[src/hdl/vrd_queue.sv]
// ----------------------------------------------------------------------------
// vrd_queue
// Small register FIFO between record assembly and the decode pipeline.
// ----------------------------------------------------------------------------
module vrd_queue #(
    parameter int W     = 8,
    parameter int DEPTH = 4
) (
    input  logic         i_clk,
    input  logic         i_rst_n,
    input  logic         i_push,
    input  logic [W-1:0] i_data,
    output logic         o_full,
    input  logic         i_pop,
    output logic [W-1:0] o_data,
    output logic         o_valid
);

    localparam int AW = (DEPTH > 1) ? $clog2(DEPTH) : 1;
    localparam int CW = $clog2(DEPTH + 1);

    logic [W-1:0]  r_mem [DEPTH];
    logic [AW-1:0] r_wr;
    logic [AW-1:0] r_rd;
    logic [CW-1:0] r_cnt;

    function automatic logic [AW-1:0] ptr_inc(input logic [AW-1:0] p);
        return (p == AW'(DEPTH - 1)) ? '0 : p + 1'b1;
    endfunction

    assign o_full  = (r_cnt == CW'(DEPTH));
    assign o_valid = (r_cnt != '0);
    assign o_data  = r_mem[r_rd];

    always_ff @(posedge i_clk) begin
        if (!i_rst_n) begin
            r_wr  <= '0;
            r_rd  <= '0;
            r_cnt <= '0;
        end else begin
            if (i_push) begin
                r_wr <= ptr_inc(r_wr);
            end
            if (i_pop) begin
                r_rd <= ptr_inc(r_rd);
            end
            case ({i_push, i_pop})
                2'b10:   r_cnt <= r_cnt + 1'b1;
                2'b01:   r_cnt <= r_cnt - 1'b1;
                default: r_cnt <= r_cnt;
            endcase
        end
    end

    always_ff @(posedge i_clk) begin
        if (i_push) begin
            r_mem[r_wr] <= i_data;
        end
    end

endmodule

[config.mk]
export PLATFORM = sky130hd
export DESIGN_NAME = vrd_queue
export DESIGN_NICKNAME = d
export VERILOG_FILES = /design/src/hdl/vrd_queue.sv
export SDC_FILE = /design/constraint.sdc
export NUM_CORES = 1
export LEC_CHECK = 0
export BUFFER_PORTS_ARGS = -buffer_cell sky130_fd_sc_hd__buf_2
export CAP_MARGIN = 20
export CORE_ASPECT_RATIO = 1.75
export CORE_UTILIZATION = 57
export CTS_CLUSTER_SIZE = 30
export DETAILED_ROUTE_END_ITERATION = 8
export PLACE_DENSITY = 0.85
export SLEW_MARGIN = 20
export SYNTH_ARGS = -nofsm -noshare
export SYNTH_HDL_FRONTEND = slang
export SYNTH_SLANG_ARGS = --single-unit
[constraint.sdc]
create_clock -name i_clk -period 4.4 [get_ports i_clk]
set_input_delay 0.44 -clock i_clk [delete_from_list [all_inputs] [get_ports i_clk]]
set_output_delay 0.44 -clock i_clk [all_outputs]
set_load 0.02 [all_outputs]
==> results by group, run 1 <==
Run status
  • Status: finished clean

Worst setup path
  • Crit-path cells: mux4_2 -> buf_2
  • CP Capture Type: output pin
  • Max FO, Critical Path: 8
  • CP Launch Type: flop
  • Top Family by Delay on Critical Path: flip-flops
  • CP max stage cell: dfxtp_1
  • Worst Path Buf+Inv: 1
  • Max stage delay on crit path: 670 ps
  • CP arrival: 1700 ps
  • Worst EP required: 3960 ps
  • Kind of critical path: flop to output pin

Clock network
  • Root buffer cell: clkbuf_8
  • CTS tree: done
  • CTS clk-pin slew, worst paths: 70 ps
  • Num CTS Buffers: 5
  • Post-CTS setup buffers: 0
  • Clock sinks: 41
  • Later-pin clock latency in the skew report: 290 ps
  • Resized Gates After CTS: 0
  • H-tree level count: 2
  • Hold_buf cts: 0
  • Clock buffer depth: 2

STA
  • Final period util: 48.6%
  • Fin. max-slew vios: 0
  • TNS Setup: 0 ps
  • Max Clock Freq: 0.467 GHz
  • Fin Hold WS: 360 ps
  • Hold Violations, Final: 0
  • Worst slew pin tran: 544 ps
  • Clk_skew: 5.11 ps
  • Final Setup Violations: 0
  • RSZ-0062 raised after global routing: no
  • Min Tclk post-route: 2140 ps
  • Slew HR: 63.7%

Synthesis
  • Register area share after synthesis: 70.7%
  • Mapped Cells: 85
  • Syn Area/Cell: 19.0 um2
  • Register bit count reported by yosys: 41
  • Syn nets: 104
  • Yosys synthesis warning count: 0
  • Cell variety after synth: 18
  • Cell Area, Synth: 1610 um2

Pwr
  • Sw frac: 23.2%
  • Power share of the combinational group: 11.6%
  • Worst vdd ir: 0.000253 V
  • Lkg Pwr: 0.667 nW
  • Clock power share: 29.5%
  • Int Pwr: 0.000592 W
  • Power density cells: 424 nW/um2
  • Flop pwr share: 58.9%
  • Psw: 0.000179 W

Cells and area
  • Nets: 130
  • Layout cells sized above 1: 31.3%
  • Ant. Diodes: 0
  • Area of the multi-input gates: 445 um2
  • Design area: 1820 um2
  • Register area: 1140 um2
  • Leading cell type in the layout, fill and taps excluded: edfxtp_1
  • Most frequent cells in the layout: 32 x edfxtp_1, 21 x buf_2, 9 x dfxtp_1
  • Area grow syn2layout: 12.6%
  • Final std cells w/o fill: 139
  • Fillers: 182

Global route
  • Grt met2 use: 29.1%
  • M1 GR Usage: 16.0%
  • Largest net degree at the start of global routing: 13
  • Vias in the first global route: 778
  • Global route overflow: 0
  • Busiest grt layer: met2
  • GR Util met3: 5.47%
  • First-pass GRT wire length: 3500 um
  • Gr usage total: 16.7%
  • Initial antenna violation count: 0

Route
  • Detailed Route Iter0 Violations: 17
  • ANT nets after route: 0
  • Wire per inst: 16.6 um
  • Final wirelength: 2310 um
  • DRT Pass-1 Iters: 4
  • DRC viols: 0
  • Detailed-route via count: 780
  • Via-per-instance ratio: 5.61

Placed design
  • Port buffer count: 21
  • Placed cell area: 1740 um2
  • Placed Cells: 131
  • Final GP Congestion: 0.658

Die
  • Core ar.: 2690 um2
  • Row count: 25
  • Num ports: 22
  • Starting Density: 60.0%
  • Die ar.: 3060 um2
  • Die Width: 42.2 um
  • Chip height: 72.4 um

Hold path
  • Hold Crit Class: input pin to flop

Run
  • MaxCap Viol Count: 0
[metal layers]
layer	wire length (um)	share of wire [%]
met1	865	37
met2	1280	56
met3	87	3.8
met4	70	3.0
met5	0	0
[path summary, 6_finish.rpt]
| kind | start | to | slack, ps | cells after the start |
|---|---|---|---|---|
| worst max-delay path | flop | o_data[1] | 2260 | 2 |
| worst min-delay path | i_data[1] | r_mem[2][1]$_DFFE_PP_ | 360 | 1 |
| worst max register to register | r_cnt[0]$_SDFFE_PN0P_ | r_cnt[2]$_SDFFE_PN0P_ | 2900 | 4 |
| worst min register to register | r_cnt[2]$_SDFFE_PN0P_ | r_cnt[2]$_SDFFE_PN0P_ | 530 | 2 |
[power groups by stage]
stage	registers, W	clock network (W)	logic (W)
2_1_floorplan	0.000454	0	0.0000681
3_3_place_gp	0.000460	0	0.0000868
3_5_place_dp	0.000462	0	0.0000904
4_1_cts	0.000454	0.000235	0.0000909
5_1_grt	0.000456	0.000250	0.0000969
6_report	0.000453	0.000227	0.0000897
[cell type report]
type | count | share of cell area [%]
sequential | 41 | 62.8
multi-input combinational | 39 | 24.5
timing repair buffer | 21 | 5.78
clock buffer | 7 | 4.20
tap | 27 | 1.86
inverter | 3 | 0.619
clock inverter | 1 | 0.275
[worst reg2reg max path, stage by stage, from the launching register on]
cell and delay, ps:
dfxtp_1 360, fa_1 450, xnor2_1 140, or3_1 310, a21boi_1 170
[stage by stage]
stage | utilization [%] | worst slack [ps] | total power [W]
finish | 67.6 | 2260 | 0.000770
global route | 67.6 | 2160 | 0.000802
global placement | 64.6 | 2540 | 0.000547
CTS | 67.6 | 2190 | 0.000780
detailed placement | 64.6 | 2410 | 0.000552
floorplan | - | 2720 | 0.000522
[flip-flops by register name, summed over array words and instances, names as in the netlist, named ones only]
register	count
r_mem	32
r_cnt	3
r_rd	2
r_wr	2
[logic make-up after synthesis]
group,Yosys count,synth area share (%)
AO/OA/AOI/OAI,4,1.55
XOR/XNOR,2,1.09
adder cells (fa/ha/maj),7,5.89
buffers and inverters,5,1.71
flip-flops,41,70.7
multiplexers,11,13.0
AND/OR/NAND/NOR,15,6.05
[Yosys cell counts, drive strengths merged]
| cell type | number | share of area, % |
|---|---|---|
| edfxtp | 32 | 60 |
| dfxtp | 9 | 11 |
| a21boi | 1 | 0.47 |
| nor2b | 5 | 1.9 |
| nor3b | 3 | 1.4 |
| or3 | 2 | 0.78 |
| clkbuf | 1 | 0.31 |
| xnor2 | 2 | 1.1 |
| buf | 1 | 0.70 |
| inv | 3 | 0.70 |
| fa | 1 | 1.2 |
| o21ai | 1 | 0.31 |
| mux2i | 3 | 1.9 |
| a21oi | 1 | 0.31 |
| ha | 6 | 4.7 |
| and2 | 5 | 1.9 |
| mux4 | 8 | 11 |
| o21a | 1 | 0.47 |
Power figures use the tool's default switching activity.
==> inputs of run 2 (changes only) <==
Settings changed: CORE_UTILIZATION 57 to 55, PLACE_DENSITY 0.85 to 0.83.
Clock period 4.4 ns to 2 ns, I/O delays scaled along.
==> run 2 against run 1 <==
  * Clock power rose by 110%
  * Total power rose by 120%
  * Non-clock buffer count increased by 1
  * Cell count up 0.72%
  * Via count is 0.51% lower
  * Count of clock-buffer cells in the layout down 1
  * Sequential share of layout area is 0.30 points lower
  * Combinational power grew 130%
  * Wire length is 3.8% lower
  * Clock skew rose by 1.1 ps
==> results by group, run 2 (synthesis gave the netlist of run 1 again) <==
Pwr
  • Worst vdd ir: 0.000615 V (was 0.000253 V)
  • Lkg Pwr: 0.675 nW (was 0.667 nW)
  • Power density cells: 922 nW/um2 (was 424 nW/um2)

Route
  • Final wirelength: 2220 um (was 2310 um)
  • DRC viols: 0 (unchanged)
  • Detailed-route via count: 776 (was 780)
  • ANT nets after route: 0 (unchanged)
  • DRT Pass-1 Iters: 4 (unchanged)
  • Wire per inst: 15.9 um (was 16.6 um)
  • Detailed Route Iter0 Violations: 19 (was 17)
  • Via-per-instance ratio: 5.54 (was 5.61)

Die
  • Die ar.: 3160 um2 (was 3060 um2)
  • Chip height: 73.7 um (was 72.4 um)
  • Core ar.: 2750 um2 (was 2690 um2)
  • Num ports: 22 (unchanged)
  • Die Width: 43.0 um (was 42.2 um)
  • Row count: 25 (unchanged)
  • Starting Density: 58.6% (was 60.0%)

STA
  • Worst slew pin tran: 425 ps (was 544 ps)
  • Min Tclk post-route: 1690 ps
  • Final Setup Violations: 0 (unchanged)
  • Fin. max-slew vios: 0 (unchanged)
  • TNS Setup: 0 ps (unchanged)
  • Max Clock Freq: 0.593 GHz
  • RSZ-0062 raised after global routing: no (unchanged)
  • Final period util: 84.3%
  • Hold Violations, Final: 0 (unchanged)
  • Slew HR: 71.6% (was 63.7%)
  • Clk_skew: 6.24 ps (was 5.11 ps)

Cells and area
  • Largest registers: r_mem x32, r_cnt x3 (unchanged)
  • Most frequent cells in the layout: 32 x edfxtp_1, 21 x buf_2, 9 x dfxtp_1 (unchanged)
  • Largest Register: r_mem (unchanged)
  • Leading cell type in the layout, fill and taps excluded: edfxtp_1 (unchanged)
  • Layout cells sized above 1: 32.7% (was 31.3%)
  • Nets: 131 (was 130)
  • Layout Utilization: 66.4% (was 67.6%)
  • Ant. Diodes: 0 (unchanged)
  • Area grow syn2layout: 13.2% (was 12.6%)
  • Number of flip-flops in the largest register: 32 (unchanged)

Clock network
  • Clock buffer depth: 2 (unchanged)
  • Resized Gates After CTS: 0 (unchanged)
  • Hold_buf cts: 0 (unchanged)
  • Clock sinks: 41 (unchanged)
  • Later-pin clock latency in the skew report: 280 ps (was 290 ps)
  • Root buffer cell: clkbuf_8 (unchanged)
  • CTS tree: done (unchanged)
  • CTS clk-pin slew, worst paths: 70 ps (about the same)
  • H-tree level count: 2 (unchanged)
  • Num CTS Buffers: 5 (unchanged)
  • Post-CTS setup buffers: 0 (unchanged)

Placed design
  • Post-DP HPWL: 1670 um
  • Port buffer count: 21 (unchanged)
  • Final GP Congestion: 0.650 (was 0.658)

Run status
  • Status: finished clean (unchanged)

Global route
  • First-pass GRT wire length: 3690 um (was 3500 um)
  • Gr usage total: 16.8% (was 16.7%)
  • Vias in the first global route: 838 (was 778)
  • Global route overflow: 0 (unchanged)
  • Initial antenna violation count: 0 (unchanged)
  • Largest net degree at the start of global routing: 13 (unchanged)

Worst setup path
  • CP arrival: 1490 ps (was 1700 ps)
  • Max FO, Critical Path: 8 (unchanged)
  • Worst Path Buf+Inv: 2 (was 1)
  • Worst EP required: 1800 ps (was 3960 ps)
  • CP max stage cell: mux4_2 (was dfxtp_1)
  • Kind of critical path: flop to output pin (unchanged)
  • CP Capture Type: output pin (unchanged)
  • Top Family by Delay on Critical Path: multiplexers (was flip-flops)
  • Crit-path cells: buf_4 -> mux4_2 -> buf_2 (was mux4_2 -> buf_2)
  • Max stage delay on crit path: 520 ps (was 670 ps)
  • CP Launch Type: flop (unchanged)

Hold path
  • Hold Crit Class: input pin to flop (unchanged)

Run
  • MaxCap Viol Count: 0 (unchanged)
-- run 2: changes by cell type in the layout (fill, tap and decap cells not counted), sizes merged --
cell	delta
buf	+1
clkbuf	-1
clkinv	+1
-- run 2: per-layer routing --
metal	vias up	global-route usage (%)	routed length, um
li1	374	-	-
met1	369	18.1	852
met2	28	29.5	1230
met3	5	5.16	94
met4	0	8.08	47
met5	-	0	0
-- run 2: through the flow --
stage                     hold slack [ps]  worst slack [ps]  power, W  instance area [um2]  cells
after floorplan                       299               557   0.00115                 1610     85
after global placement                410               366   0.00121                 1740    132
after detailed placement              417               317   0.00122                 1740    132
after CTS                             122               286   0.00170                 1830    140
after global routing                  117               241   0.00175                 1830    140
final                                 132               314   0.00168                 1830    140
-- run 2: area by class of cell --
class	instances	area, um2
clock inverter	2	10.0
sequential	41	1140
fill	197	926
tap	27	33.8
inverter	3	11.3
multi-input combinational	39	445
clock buffer	6	72.6
timing repair buffer	22	113
-- run 2: power breakdown --
| part | switching [W] | internal [W] | total (W) |
|---|---|---|---|
| Combinational | 0.000111 | 0.0000959 | 0.000207 |
| Sequential | 0.0000257 | 0.000964 | 0.000989 |
| Clock | 0.000246 | 0.000241 | 0.000487 |
-- run 2: worst paths after layout --
| check | slack [ps] | startpoint | cells past startpoint | endpoint |
|---|---|---|---|---|
| worst max-delay path | 310 | flop | 3 | o_data[6] |
| worst min-delay path | 130 | i_data[1] | 1 | r_mem[3][1]$_DFFE_PP_ |
| worst max register to register | 570 | r_cnt[0]$_SDFFE_PN0P_ | 4 | r_cnt[2]$_SDFFE_PN0P_ |
| worst min register to register | 510 | r_cnt[2]$_SDFFE_PN0P_ | 2 | r_cnt[2]$_SDFFE_PN0P_ |
==> inputs of run 3 (changes only) <==
Settings changed: ABC_AREA set to 1, CORE_UTILIZATION 55 to 50, PLACE_DENSITY 0.83 to 0.79.
Clock period 2 ns to 1.5 ns, I/O delays scaled along.
==> run 3 against run 2 <==
  * Count of clock-buffer cells in the layout did not move
  * Via count rose by 42%
  * Setup slack got worse by 270 ps
  * Area after synthesis rose by 2.9%
  * Total power rose by 47%
  * Sequential power rose by 35%
  * Clock skew fell by 1.7 ps
  * Register-to-register slack got worse by 370 ps
  * Cell count rose by 49%
  * Combinational power rose by 67%
  * Cell area rose by 7.5%
  * Critical endpoint is now o_data[5]
==> results by group, run 3 <==
Run status
  • Status: finished clean (unchanged)

STA
  • Min Tclk post-route: 1460 ps
  • Final Setup Violations: 0 (unchanged)
  • Fin. max-slew vios: 0 (unchanged)
  • Worst slew pin tran: 396 ps (was 425 ps)
  • Max Clock Freq: 0.687 GHz
  • Fin Hold WS: 66.6 ps (was 132 ps)
  • Setup slack after layout: 43.6 ps (was 314 ps)
  • Final period util: 97.1%
  • Clk_skew: 4.55 ps (was 6.24 ps)
  • Slew HR: 73.6% (was 71.6%)
  • Hold Violations, Final: 0 (unchanged)

Route
  • ANT nets after route: 0 (unchanged)
  • DRC viols: 0 (unchanged)
  • Detailed Route Iter0 Violations: 44 (was 19)
  • Via-per-instance ratio: 5.28 (was 5.54)
  • DRT Pass-1 Iters: 4 (unchanged)
  • Final wirelength: 3000 um (was 2220 um)
  • Wire per inst: 14.4 um (was 15.9 um)
  • Detailed-route via count: 1104 (was 776)

Run
  • MaxCap Viol Count: 0 (unchanged)

Die
  • Die Width: 45.6 um (was 43.0 um)
  • Num ports: 22 (unchanged)
  • Core ar.: 3140 um2 (was 2750 um2)
  • Row count: 27 (was 25)
  • Chip height: 78.3 um (was 73.7 um)
  • Starting Density: 52.9% (was 58.6%)
  • Die ar.: 3570 um2 (was 3160 um2)

Clock network
  • Clock sinks: 41 (unchanged)
  • CTS clk-pin slew, worst paths: 80 ps (was 70 ps)
  • Later-pin clock latency in the skew report: 290 ps (was 280 ps)
  • Clock buffer depth: 2 (unchanged)
  • Num CTS Buffers: 5 (unchanged)
  • CTS tree: done (unchanged)
  • Root buffer cell: clkbuf_8 (unchanged)
  • H-tree level count: 2 (unchanged)

Cells and area
  • Number of flip-flops in the largest register: 32 (unchanged)
  • Ant. Diodes: 0 (unchanged)
  • Nets: 184 (was 131)
  • Layout Utilization: 62.5% (was 66.4%)
  • Largest registers: r_mem x32, r_cnt x3 (unchanged)
  • Design area: 1960 um2 (was 1830 um2)
  • Layout cells sized above 1: 24.1% (was 32.7%)
  • Leading cell type in the layout, fill and taps excluded: edfxtp_1 (unchanged)
  • Largest Register: r_mem (unchanged)
  • Most frequent cells in the layout: 32 x edfxtp_1, 24 x nor2_1, 19 x buf_2 (was 32 x edfxtp_1, 21 x buf_2, 9 x dfxtp_1)
  • Area grow syn2layout: 18.2% (was 13.2%)

Worst setup path
  • Kind of critical path: flop to output pin (unchanged)
  • CP arrival: 1310 ps (was 1490 ps)
  • CP Capture Type: output pin (unchanged)
  • CP max stage cell: dfxtp_4 (was mux4_2)
  • CP Launch Type: flop (unchanged)
  • Worst EP required: 1350 ps (was 1800 ps)
  • Max FO, Critical Path: 8 (unchanged)
  • Crit-path cells: buf_8 -> o21ai_0 -> o22ai_1 -> buf_2 (was buf_4 -> mux4_2 -> buf_2)
  • Max stage delay on crit path: 400 ps (was 520 ps)

Synthesis
  • Register bit count reported by yosys: 41 (unchanged)
  • Syn Area/Cell: 12.1 um2 (was 19.0 um2)
  • Number of synthesized flops with an enable pin: 32 (unchanged)
  • Mapped Cells: 137 (was 85)
  • Synth Flop Type: edfxtp_1 (unchanged)
  • Share of Yosys cell area claimed by the top area cell type: 57.8% (was 59.5%)
  • Post-synth ARST share: 0% (unchanged)
  • Yosys synthesis warning count: 0 (unchanged)
  • Post-synth top area cell: edfxtp_1 (unchanged)
  • Syn nets: 156 (was 104)
  • Post-synth top cells: 32 x edfxtp_1, 24 x nor2_1, 15 x o21ai_0 (was 32 x edfxtp_1, 9 x dfxtp_1, 8 x mux4_2)
  • Register area share after synthesis: 68.7% (was 70.7%)
  • Cell Area, Synth: 1660 um2 (was 1610 um2)
  • Cell variety after synth: 19 (was 18)
  • Top cells by area, synth: edfxtp_1 58%, dfxtp_1 11%, nor2_1 5.4%, ha_1 4.5%, o21ai_0 4.5% (was edfxtp_1 60%, dfxtp_1 11%, mux4_2 11%, ha_1 4.7%, and2_1 1.9%)
  • Most frequent cell after synthesis: edfxtp_1 (unchanged)

Global route
  • Initial antenna violation count: 0 (unchanged)
  • Vias in the first global route: 1027 (was 838)
  • Largest net degree at the start of global routing: 17 (was 13)
  • Gr usage total: 17.4% (was 16.8%)
  • Global route overflow: 0 (unchanged)
  • First-pass GRT wire length: 4320 um (was 3690 um)

Placed design
  • Placed cell area: 1810 um2 (was 1740 um2)
  • Final GP Congestion: 0.723 (was 0.650)
  • Pre-CTS setup slack: -12.7 ps (was 317 ps)
  • Port buffer count: 21 (unchanged)
  • Post-DP HPWL: 1940 um (was 1670 um)

Pwr
  • Flop pwr share: 53.9% (was 58.8%)
  • Worst vdd ir: 0.000858 V (was 0.000615 V)
  • Int Pwr: 0.00185 W (was 0.00130 W)
  • Lkg Pwr: 0.793 nW (was 0.675 nW)
  • Sw frac: 25.3% (was 22.7%)
  • Power share of the combinational group: 13.9% (was 12.3%)
  • Power density cells: 1260 nW/um2 (was 922 nW/um2)
  • Clock power share: 32.1% (was 28.9%)
  • Psw: 0.000627 W (was 0.000383 W)
  • Power consumption: 0.00248 W (was 0.00168 W)

Hold path
  • Hold Crit Class: input pin to flop (unchanged)
==> run 3: cell types whose count changed after synthesis, moves of 3 or more <==
| cell | before | now |
|---|---|---|
| nor2_2 | 0 | 3 |
| nor2_1 | 0 | 24 |
| nor2b_1 | 5 | 0 |
| inv_1 | 3 | 14 |
| mux2i_1 | 3 | 0 |
| nand2_1 | 0 | 11 |
| o22ai_1 | 0 | 8 |
| o21ai_0 | 1 | 15 |
| and2_1 | 5 | 0 |
| nor3b_1 | 3 | 0 |
| mux4_2 | 8 | 0 |
==> run 3: power by group through the flow <==
stage | combinational, W | clock, W | sequential, W
3_3_place_gp | 0.000303 | 0 | 0.00135
3_5_place_dp | 0.000323 | 0 | 0.00136
5_1_grt | 0.000375 | 0.000855 | 0.00135
4_1_cts | 0.000325 | 0.000807 | 0.00133
6_report | 0.000345 | 0.000797 | 0.00134
2_1_floorplan | 0.000219 | 0 | 0.00135
==> run 3: repair_timing <==
item / CTS / global route
pin swaps: 0 / 1
cloned: 0 / 1
buffers inserted: 0 / 0
hold buffers: 0 / 0
gates resized for setup: 2 / 12
setup endpoints to repair: 8 / 8
==> run 3: cell type report <==
type	instances	area (um2)
fill	262	1180
sequential	41	1150
multi-input combinational	79	442
timing repair buffer	23	150
clock buffer	6	93.8
inverter	15	63.8
tap	43	53.8
clock inverter	2	15.0
==> run 3: through the flow <==
stage / setup TNS (ps) / instances
2_1_floorplan: 0 / 137
3_3_place_gp: 0 / 200
3_5_place_dp: -12.7 / 200
4_1_cts: 0 / 208
5_1_grt: -5.29 / 209
6_report: 0 / 209
==> run 3: worst paths after layout <==
| kind | from | to | slack [ps] | cells after the start |
|---|---|---|---|---|
| max | flop | o_data[5] | 40 | 4 |
| min | i_data[5] | r_mem[2][5]$_DFFE_PP_ | 70 | 1 |
| max reg2reg | r_cnt[0]$_SDFFE_PN0P_ | r_cnt[2]$_SDFFE_PN0P_ | 200 | 6 |
| min reg2reg | r_rd[0]$_SDFFE_PN0P_ | flop | 520 | 2 |
==> run 3: cell families after synthesis <==
| group | count (synthesis) | share of synthesized area, % |
|---|---|---|
| xor gates and xnor gates | 2 | 1.05 |
| and+or+nand+nor | 41 | 10.0 |
| adders and majority gates | 7 | 5.72 |
| AOI/OAI and AO/OA | 29 | 9.79 |
| buffers and inverters | 17 | 4.74 |
| DFF | 41 | 68.7 |
==> run 3: metal layers <==
layer / vias up / part of all wire [%] / global-route usage (%)
li1: 527 / - / -
met1: 533 / 38 / 16.4
met2: 37 / 57 / 31.7
met3: 7 / 3.9 / 4.83
met4: 0 / 1.6 / 8.18
met5: - / 0 / 0
==> run 3: worst max-delay path, delay by kind of cell (launching register included) <==
family	cells	cell delay (ps)
compound gates	2	290
flops	1	400
buf+inv	2	330
